## src/design/dryden_gust_wind_filter_unit_defines.svh

```systemverilog
// ----------------------------------------------------------------------------
// Dryden gust wind filter: assertion macros
// Shared concurrent assertion forms, compiled out when ASSERT_OFF is set.
// ----------------------------------------------------------------------------
`ifndef DRYDEN_GUST_WIND_FILTER_UNIT_DEFINES_SVH
`define DRYDEN_GUST_WIND_FILTER_UNIT_DEFINES_SVH
`ifndef ASSERT_OFF
// Checked on every clock edge outside reset.
`define DGWF_ASSERT(label, prop, msg) \
  label: assert property (@(posedge clk) disable iff (rst) prop) else $error(msg);
// Checked on every clock edge, reset included.
`define DGWF_ASSERT_RST(label, prop, msg) \
  label: assert property (@(posedge clk) prop) else $error(msg);
`else
`define DGWF_ASSERT(label, prop, msg)
`define DGWF_ASSERT_RST(label, prop, msg)
`endif
`endif

```

## src/design/dgwf_pkg.sv

```systemverilog
// ----------------------------------------------------------------------------
// Dryden gust wind filter package
// Payload types, fixed-point widths, filter coefficients and register indexes.
// ----------------------------------------------------------------------------
package dgwf_pkg;

  localparam int WIND_W  = 24;
  localparam int QUAT_W  = 16;
  localparam int NOISE_W = 16;
  localparam int GUST_W  = 32;
  localparam int ACC_W   = 64;
  // Serial operand width: holds every coefficient, quaternion part and wind value.
  localparam int B_W     = (WIND_W > 24) ? WIND_W : 24;
  localparam int CFG_IDX_W = 2;

  // Unsigned Q1.22 coefficients.
  localparam logic [22:0] C_X_FB   = 23'd4187174;
  localparam logic [22:0] C_X_IN   = 23'd26282;
  localparam logic [22:0] C_YZ_FB1 = 23'd8329888;
  localparam logic [22:0] C_YZ_FB2 = 23'd4135983;
  localparam logic [22:0] C_YZ_IN0 = 23'd42321;
  localparam logic [22:0] C_YZ_IN1 = 23'd171;
  localparam logic [22:0] C_YZ_IN2 = 23'd42153;

  localparam logic [CFG_IDX_W-1:0] CFG_WIND_NORTH = 2'd0;
  localparam logic [CFG_IDX_W-1:0] CFG_WIND_EAST  = 2'd1;
  localparam logic [CFG_IDX_W-1:0] CFG_WIND_DOWN  = 2'd2;

  typedef struct packed {
    logic                       pose_valid;
    logic signed [QUAT_W-1:0]   quat_w;
    logic signed [QUAT_W-1:0]   quat_x;
    logic signed [QUAT_W-1:0]   quat_y;
    logic signed [QUAT_W-1:0]   quat_z;
    logic signed [NOISE_W-1:0]  noise_x;
    logic signed [NOISE_W-1:0]  noise_y;
    logic signed [NOISE_W-1:0]  noise_z;
  } in_t;

  typedef struct packed {
    logic signed [WIND_W-1:0] body_wind_x;
    logic signed [WIND_W-1:0] body_wind_y;
    logic signed [WIND_W-1:0] body_wind_z;
  } out_t;

endpackage

```

## src/design/dryden_gust_wind_filter_unit.sv

```systemverilog
// ----------------------------------------------------------------------------
// Dryden gust wind filter unit
// Rotates the steady wind into the body frame and adds Dryden gusts.
// ----------------------------------------------------------------------------
// Usage:
// The input channel (in_valid, in_stall, in_data) carries one tick: pose flag,
// quaternion and three noise samples. The output channel (out_valid,
// out_stall, out_data) returns exactly one body wind result per tick.
// Steady wind registers are written through cfg_we, cfg_index, cfg_data; the
// user is to write them only while the unit is idle, which the unit itself
// does not enforce. Indexes beyond the list are ignored.
// Every product goes through one shift-add multiplier that consumes one bit
// of its serial operand per cycle. A valid tick runs 40 products, each through
// S_LOAD, S_MUL and S_POST, before S_FINISH writes the result; an invalid tick
// goes straight to S_FINISH and repeats the last result. One tick is worked on
// at a time; in_stall is high while busy.
// A finished result waits in the output register while out_stall is high,
// and a new tick can be taken in that time; the unit holds before writing
// the following result until the waiting one has been transferred.
// Reset clears the filter delays, steady wind and last result to zero.
// ----------------------------------------------------------------------------
`include "dryden_gust_wind_filter_unit_defines.svh"

module dryden_gust_wind_filter_unit (
  input  logic                                clk,
  input  logic                                rst,
  input  logic                                cfg_we,
  input  logic [dgwf_pkg::CFG_IDX_W-1:0]      cfg_index,
  input  logic [dgwf_pkg::WIND_W-1:0]         cfg_data,
  input  logic                                in_valid,
  output logic                                in_stall,
  input  dgwf_pkg::in_t                       in_data,
  output logic                                out_valid,
  input  logic                                out_stall,
  output dgwf_pkg::out_t                      out_data
);

  localparam int ACC_W  = dgwf_pkg::ACC_W;
  localparam int B_W    = dgwf_pkg::B_W;
  localparam int WW     = dgwf_pkg::WIND_W;
  localparam int GW     = dgwf_pkg::GUST_W;
  localparam int NW     = dgwf_pkg::NOISE_W;
  localparam int QW     = dgwf_pkg::QUAT_W;
  localparam int CNT_W  = $clog2(B_W);
  localparam logic [3:0] STEP_ROT = 4'd13;
  localparam logic signed [ACC_W-1:0] ONE_Q28 = ACC_W'(64'sd268435456);
  localparam logic signed [ACC_W-1:0] WIND_HI = ACC_W'((64'sd1 <<< (WW - 1)) - 64'sd1);
  localparam logic signed [ACC_W-1:0] WIND_LO = -WIND_HI - ACC_W'(64'sd1);
  localparam logic signed [ACC_W-1:0] GUST_HI = ACC_W'(64'sd2147483647);
  localparam logic signed [ACC_W-1:0] GUST_LO = -GUST_HI - ACC_W'(64'sd1);

  typedef enum logic [2:0] {S_IDLE, S_LOAD, S_MUL, S_POST, S_FINISH} state_t;

  function automatic logic signed [GW-1:0] gust_round(input logic signed [ACC_W-1:0] v);
    logic signed [ACC_W-1:0] t;
    t = (v + ACC_W'(64'sd2097152)) >>> 22;
    if (t > GUST_HI) return GUST_HI[GW-1:0];
    else if (t < GUST_LO) return GUST_LO[GW-1:0];
    else return t[GW-1:0];
  endfunction

  function automatic logic signed [WW-1:0] wind_round(input logic signed [ACC_W-1:0] v);
    logic signed [ACC_W-1:0] t;
    t = (v + ACC_W'(64'sd134217728)) >>> 28;
    if (t > WIND_HI) return WIND_HI[WW-1:0];
    else if (t < WIND_LO) return WIND_LO[WW-1:0];
    else return t[WW-1:0];
  endfunction

  state_t state;
  dgwf_pkg::in_t item;
  logic [3:0] step;
  logic [1:0] row, col, ph;
  logic [CNT_W-1:0] bit_cnt;
  logic signed [ACC_W-1:0] acc, bacc, a_sh;
  logic [B_W-1:0] b_sh;
  logic neg_r, to_body_r;
  logic signed [WW-1:0] wind [3];
  logic signed [WW-1:0] body [3];
  logic signed [GW-1:0] gx, gy0, gy1, gz0, gz1;
  logic signed [NW-1:0] nxp, ny0, ny1, nz0, nz1;

  // Operation decode for the current product.
  logic signed [ACC_W-1:0] a_val, acc_init, addend;
  logic [B_W-1:0] b_val;
  logic neg, to_body, clr_acc, clr_body, sub;
  logic signed [QW-1:0] qa, qb;
  logic signed [GW-1:0] g_row, g_new;
  logic [22:0] coef;

  always_comb begin
    a_val    = '0;
    coef     = '0;
    b_val    = '0;
    neg      = 1'b0;
    to_body  = 1'b0;
    clr_acc  = 1'b0;
    clr_body = 1'b0;
    acc_init = '0;
    qa       = '0;
    qb       = '0;
    unique case (step)
      4'd0:  begin a_val = ACC_W'(gx); coef = dgwf_pkg::C_X_FB; clr_acc = 1'b1; end
      4'd1:  begin a_val = ACC_W'(item.noise_x) <<< 8; coef = dgwf_pkg::C_X_IN; end
      4'd2:  begin a_val = ACC_W'(nxp) <<< 8; coef = dgwf_pkg::C_X_IN; end
      4'd3:  begin a_val = ACC_W'(gy0); coef = dgwf_pkg::C_YZ_FB1; clr_acc = 1'b1; end
      4'd4:  begin a_val = ACC_W'(gy1); coef = dgwf_pkg::C_YZ_FB2; neg = 1'b1; end
      4'd5:  begin a_val = ACC_W'(item.noise_y) <<< 8; coef = dgwf_pkg::C_YZ_IN0; end
      4'd6:  begin a_val = ACC_W'(ny0) <<< 8; coef = dgwf_pkg::C_YZ_IN1; end
      4'd7:  begin a_val = ACC_W'(ny1) <<< 8; coef = dgwf_pkg::C_YZ_IN2; neg = 1'b1; end
      4'd8:  begin a_val = ACC_W'(gz0); coef = dgwf_pkg::C_YZ_FB1; clr_acc = 1'b1; end
      4'd9:  begin a_val = ACC_W'(gz1); coef = dgwf_pkg::C_YZ_FB2; neg = 1'b1; end
      4'd10: begin a_val = ACC_W'(item.noise_z) <<< 8; coef = dgwf_pkg::C_YZ_IN0; end
      4'd11: begin a_val = ACC_W'(nz0) <<< 8; coef = dgwf_pkg::C_YZ_IN1; end
      4'd12: begin a_val = ACC_W'(nz1) <<< 8; coef = dgwf_pkg::C_YZ_IN2; neg = 1'b1; end
      default: begin
        if (ph == 2'd2) begin
          // The finished matrix entry in acc scales one steady wind component.
          a_val   = acc;
          to_body = 1'b1;
        end else begin
          clr_acc  = (ph == 2'd0);
          clr_body = (ph == 2'd0) && (col == 2'd0);
          acc_init = (row == col) ? ONE_Q28 : '0;
          // Two signed quaternion products per rotation matrix entry.
          unique case ({row, col, ph[0]})
            5'b00000: begin qa = item.quat_y; qb = item.quat_y; neg = 1'b1; end
            5'b00001: begin qa = item.quat_z; qb = item.quat_z; neg = 1'b1; end
            5'b00010: begin qa = item.quat_x; qb = item.quat_y; end
            5'b00011: begin qa = item.quat_w; qb = item.quat_z; neg = 1'b1; end
            5'b00100: begin qa = item.quat_x; qb = item.quat_z; end
            5'b00101: begin qa = item.quat_w; qb = item.quat_y; end
            5'b01000: begin qa = item.quat_x; qb = item.quat_y; end
            5'b01001: begin qa = item.quat_w; qb = item.quat_z; end
            5'b01010: begin qa = item.quat_x; qb = item.quat_x; neg = 1'b1; end
            5'b01011: begin qa = item.quat_z; qb = item.quat_z; neg = 1'b1; end
            5'b01100: begin qa = item.quat_y; qb = item.quat_z; end
            5'b01101: begin qa = item.quat_w; qb = item.quat_x; neg = 1'b1; end
            5'b10000: begin qa = item.quat_x; qb = item.quat_z; end
            5'b10001: begin qa = item.quat_w; qb = item.quat_y; neg = 1'b1; end
            5'b10010: begin qa = item.quat_y; qb = item.quat_z; end
            5'b10011: begin qa = item.quat_w; qb = item.quat_x; end
            5'b10100: begin qa = item.quat_x; qb = item.quat_x; neg = 1'b1; end
            5'b10101: begin qa = item.quat_y; qb = item.quat_y; neg = 1'b1; end
            default:  begin qa = '0; qb = '0; end
          endcase
          a_val = ACC_W'(qa) <<< 1;
        end
      end
    endcase
    if (step == STEP_ROT) begin
      if (ph == 2'd2) begin
        unique case (col)
          2'd0:    b_val = B_W'(wind[0]);
          2'd1:    b_val = B_W'(wind[1]);
          default: b_val = B_W'(wind[2]);
        endcase
      end else begin
        b_val = B_W'(qb);
      end
    end else begin
      b_val = B_W'(coef);
    end
  end

  always_comb begin
    unique case (row)
      2'd0:    g_row = gx;
      2'd1:    g_row = gy0;
      default: g_row = gz0;
    endcase
    g_new  = gust_round(acc);
    addend = b_sh[0] ? a_sh : '0;
    // The top bit of the serial operand carries negative weight.
    sub    = (bit_cnt == CNT_W'(B_W - 1)) ^ neg_r;
  end

  assign in_stall = (state != S_IDLE);

  always_ff @(posedge clk) begin
    if (rst) begin
      state     <= S_IDLE;
      out_valid <= 1'b0;
      step      <= '0;
      row       <= '0;
      col       <= '0;
      ph        <= '0;
      bit_cnt   <= '0;
      gx  <= '0; gy0 <= '0; gy1 <= '0; gz0 <= '0; gz1 <= '0;
      nxp <= '0; ny0 <= '0; ny1 <= '0; nz0 <= '0; nz1 <= '0;
      for (int i = 0; i < 3; i++) begin
        wind[i] <= '0;
        body[i] <= '0;
      end
    end else begin
      if (cfg_we) begin
        unique case (cfg_index)
          dgwf_pkg::CFG_WIND_NORTH: wind[0] <= cfg_data;
          dgwf_pkg::CFG_WIND_EAST:  wind[1] <= cfg_data;
          dgwf_pkg::CFG_WIND_DOWN:  wind[2] <= cfg_data;
          default: ;
        endcase
      end
      // In S_FINISH the output register is written below instead.
      if (out_valid && !out_stall && state != S_FINISH) out_valid <= 1'b0;
      unique case (state)
        S_IDLE: begin
          if (in_valid) begin
            item <= in_data;
            step <= '0;
            row  <= '0;
            col  <= '0;
            ph   <= '0;
            state <= in_data.pose_valid ? S_LOAD : S_FINISH;
          end
        end
        S_LOAD: begin
          a_sh      <= a_val;
          b_sh      <= b_val;
          neg_r     <= neg;
          to_body_r <= to_body;
          bit_cnt   <= '0;
          if (clr_acc) acc <= acc_init;
          if (clr_body) bacc <= ACC_W'(g_row) <<< 20;
          state <= S_MUL;
        end
        S_MUL: begin
          if (to_body_r) bacc <= sub ? bacc - addend : bacc + addend;
          else acc <= sub ? acc - addend : acc + addend;
          a_sh    <= a_sh <<< 1;
          b_sh    <= b_sh >> 1;
          bit_cnt <= bit_cnt + CNT_W'(1);
          if (bit_cnt == CNT_W'(B_W - 1)) state <= S_POST;
        end
        S_POST: begin
          state <= S_LOAD;
          if (step != STEP_ROT) begin
            if (step == 4'd2) begin
              gx  <= g_new;
              nxp <= item.noise_x;
            end
            if (step == 4'd7) begin
              gy1 <= gy0; gy0 <= g_new;
              ny1 <= ny0; ny0 <= item.noise_y;
            end
            if (step == 4'd12) begin
              gz1 <= gz0; gz0 <= g_new;
              nz1 <= nz0; nz0 <= item.noise_z;
            end
            step <= step + 4'd1;
          end else if (ph != 2'd2) begin
            ph <= ph + 2'd1;
          end else begin
            ph <= '0;
            if (col == 2'd2) begin
              body[row] <= wind_round(bacc);
              col <= '0;
              if (row == 2'd2) state <= S_FINISH;
              else row <= row + 2'd1;
            end else begin
              col <= col + 2'd1;
            end
          end
        end
        S_FINISH: begin
          if (!out_valid || !out_stall) begin
            out_data.body_wind_x <= body[0];
            out_data.body_wind_y <= body[1];
            out_data.body_wind_z <= body[2];
            out_valid <= 1'b1;
            state     <= S_IDLE;
          end
        end
        default: state <= S_IDLE;
      endcase
    end
  end

  `DGWF_ASSERT(a_hold_skips_filter,
    (state == S_IDLE && in_valid && !in_data.pose_valid) |=> state == S_FINISH,
    "invalid pose did not go straight to the result")
  `DGWF_ASSERT(a_finish_shows_result,
    (state == S_FINISH && (!out_valid || !out_stall)) |=> (out_valid && state == S_IDLE),
    "finished result was not presented")
  `DGWF_ASSERT(a_mul_count_range,
    (state == S_MUL) |-> (bit_cnt <= CNT_W'(B_W - 1) && step <= STEP_ROT),
    "multiplier sequence out of range")
  `DGWF_ASSERT_RST(a_reset_clears_output,
    rst |=> (!out_valid && state == S_IDLE),
    "reset left a result or busy state")

endmodule
```

## config.mk

```make
export PLATFORM = sky130hd
export DESIGN_NAME = dryden_gust_wind_filter_unit
export DESIGN_NICKNAME = d
export VERILOG_FILES = /design/src/design/dgwf_pkg.sv /design/src/design/dryden_gust_wind_filter_unit.sv
export VERILOG_INCLUDE_DIRS = /design/src /design/src/design
export SDC_FILE = /design/constraint.sdc
export NUM_CORES = 2
export LEC_CHECK = 0
export ABC_AREA = 1
export BUFFER_PORTS_ARGS = -buffer_cell sky130_fd_sc_hd__buf_4
export CAP_MARGIN = 20
export CORE_MARGIN = 1
export CORE_UTILIZATION = 45
export CTS_BUF_LIST = sky130_fd_sc_hd__clkbuf_8 sky130_fd_sc_hd__clkbuf_16
export CTS_CLUSTER_SIZE = 28
export DETAILED_ROUTE_END_ITERATION = 8
export PLACE_DENSITY = 0.72
export SYNTH_ARGS = -nofsm -noshare
export SYNTH_HDL_FRONTEND = slang
export SYNTH_SLANG_ARGS = --single-unit
```

## constraint.sdc

```tcl
create_clock -name clk -period 18.9 [get_ports clk]
set_clock_uncertainty 0.2 [all_clocks]
set_input_delay 3.78 -clock clk [delete_from_list [all_inputs] [get_ports clk]]
set_output_delay 3.78 -clock clk [all_outputs]
set_load 0.01 [all_outputs]
```

==> summary.txt <==
Synth unique cells: 71
Critical Path End Type: flop
Ys Warns: 0
Leakage power figure: 25.40 nW
GPL Wtd Cong: 1.047
Synth Instances: 6,878
Core Region: 108,900 um2
Worst-Margin Slew: 1.344 ns
Port bufs: 217
Crit Path Max Fanout: 22
Largest net degree at the start of global routing: 104
Avg Inst Size Synth: 7.183 um2
Hold_ws: 0.2172 ns
Relative slew slack: 0.09454
First-pass GRT wire length: 285,800 um
Hold/Removal Path Class: flop to flop
Total Power: 0.005926 W
Hold depth: 0
Most area-consuming cells after synthesis: edfxtp_1, nand2_1, dfxtp_1
CTS Hold Bufs: 0
Worst-Skew Late Latency: 0.72 ns
Clk root buf: clkbuf_16
Setup repair after global routing missed its margin: false
CTS tree: built
CTS max path bufs: 3
Crit path kind: flop to flop
Status: complete, no violations
Hold Vio Cnt, Final: 0
Share of cells above drive strength 1: 0.09603
Post-route ant nets: 0
Fraction of synthesized cell area taken by the top area cell type: 0.3319
Net Count, Synth: 7,067
Die X-Extent: 333.3 um
R2R cell count: 25
DRT Wirelength: 196,500 um
Worst EP arrival: 6.70 ns
Synth area leader: edfxtp_1
CTS Buf Count: 89
Congestion Overflow GR: 0
DRC viols: 0
Max VDD drop: 0.09788 mV
DR iter-0 viols: 6,465
Initial antenna violation count: 7
Crit path launch: bit_cnt[0]
Die height: 333.3 um
Setup TNS: 0 ns
Worst Hold Launch: body[0][15]
Yosys reg bits: 805
Pre-antenna DRT Iters: 9
Total I/O pin count: 218
Number of synthesized flops with an enable pin: 546
Global Route Usage Sum: 0.3450
Finish-stage setup viols: 0
Area grow syn2layout: 12.70%
Final-report max-slew violation count: 0
Critical path startpoint category: flop
Max Cap Violations: 0
Synth async-reset ratio: 0
Max Clock Freq: 0.1551 GHz
Final Net Count: 7,216
Mapped cell area: 49,400 um2
Post-route minimum period: 6.447 ns
Worst Path Required: 19.15 ns
Crit share post-route: 0.3411
P per Cell Area: 106.4 nW/um2
CTS HTree Levels: 3
Via-to-Cell Ratio: 5.789
Starting Density: 0.4539
Post-DP HPWL: 151,800 um
R2R Path Start: bit_cnt[0]
Main synth FF type: edfxtp_1
FILL cells: 10,680
CTS Sinks: 805
Via count: 49,320
Total die area: 111,100 um2
Avg WL per Cell: 23.06 um
Post-CTS setup buffer count: 0
Sequential area share after synthesis: 0.4368
CTS-repair resized insts: 0
Worst-path clk slew: 0.06 ns
Row cnt: 121
Vias in the first global route: 44,780
==> cells in the mapped netlist (all sizes together), types with 50 or more instances <==
master and n:
o21ai 410, nor2 781, nand2 2095, dfxtp 259, nand3 522, edfxtp 546
buf 50, nor3 73, xor2 94, a21oi 465, clkbuf 186, inv 913
nand4 76
==> worst paths after layout <==
| path | end | slack [ns] |
|---|---|---|
| min reg2reg | out_data[63] | 0.22 |
| max | acc[46] | 12.45 |
| min | out_data[63] | 0.22 |
| max reg2reg | acc[46] | 12.45 |
==> layout by cell type (no fill, tap or decap), types with 43 or more instances in the layout <==
master	count
nand2_1	2018
nand3_1	512
nor2_2	49
nor2_1	713
dfxtp_1	259
a221oi_1	46
inv_2	57
inv_1	870
o22ai_1	49
nand4_1	71
buf_4	279
ha_1	43
nand2_2	61
clkbuf_16	94
o21ai_0	379
edfxtp_1	546
nor3_1	63
xor2_1	94
a21oi_1	461
==> through the flow <==
| stage | worst slack [ns] | cell area (um2) | utilization | cells |
|---|---|---|---|---|
| 2_1_floorplan | 6.750 | 49400 | - | 6878 |
| 3_3_place_gp | 11.88 | 52370 | 0.4811 | 8333 |
| 3_5_place_dp | 11.78 | 52440 | 0.4818 | 8341 |
| 4_1_cts | 12.52 | 55550 | 0.5103 | 8507 |
| 5_1_grt | 12.02 | 55670 | 0.5114 | 8516 |
| 6_report | 12.45 | 55680 | 0.5115 | 8519 |
==> logic make-up (layout without fill, tap and decap cells) <==
group	count (synthesis)	after routing	synth area share
buf+inv	1162	1386	0.09117
fa+ha+maj	45	45	0.01170
other cells	0	3	0
simple gates	3605	3605	0.3087
compound gates	1148	1148	0.1315
xor+xnor	113	113	0.02003
flops	805	805	0.4368
==> sequential cells by signal, summed over array words and instances, names as in the netlist, 3 cells and up <==
register and flops:
a_sh 64, acc 64, b_sh 24, bacc 64
bit_cnt 5, body 72, gx 32, gy0 32
gy1 32, gz0 32, gz1 32, item 112
nxp 16, ny0 16, ny1 16, nz0 16
nz1 16, out_data 72, state 3, step 4
wind 72
==> report_power, final <==
part	internal [W]	switching (W)
Sequential	0.00206	0.0000908
Clock	0.00105	0.000795
Combinational	0.000485	0.00145
==> metal layers <==
layer | GRT usage | part of all wire | vias to the layer above
met5 | 0 | 0.00014 | -
met4 | 0.1472 | 0.048 | 4
met3 | 0.06640 | 0.11 | 474
met2 | 0.5410 | 0.44 | 2798
met1 | 0.4638 | 0.40 | 23110
li1 | - | - | 22930
==> critical path, cell delays in order (launching register included) <==
cell	delay [ns]
dfxtp_1	0.37
ha_1	0.17
nand2_1	0.10
nor3_2	0.17
nand2_1	0.12
nand2_4	0.26
clkinv_1	0.81
o21ai_0	1.01
fa_1	0.32
nand2_1	0.07
nand2_1	0.06
a21oi_1	0.08
o21ai_0	0.30
nand3_1	0.12
nand2_1	0.13
nand3_1	0.13
nand2_1	0.20
inv_1	0.06
o21ai_1	0.45
nand3_1	0.15
nand3_1	0.42
nand3_1	0.14
nand3_1	0.13
nand2_1	0.07
nand2_1	0.06
nor2_1	0.04
==> layout make-up <==
type,instances,area (um2),area share
multi-input cells,4911,23450,0.4212
flip-flops and latches,805,21580,0.3876
inverters,926,3483,0.06256
clock buffers,107,2531,0.04546
repair buffers,294,2276,0.04088
well taps,1414,1769,0.03178
clock inverters,59,575.6,0.01034
diodes,3,7.507,0.0001348
(Power assumes the default switching activity.)
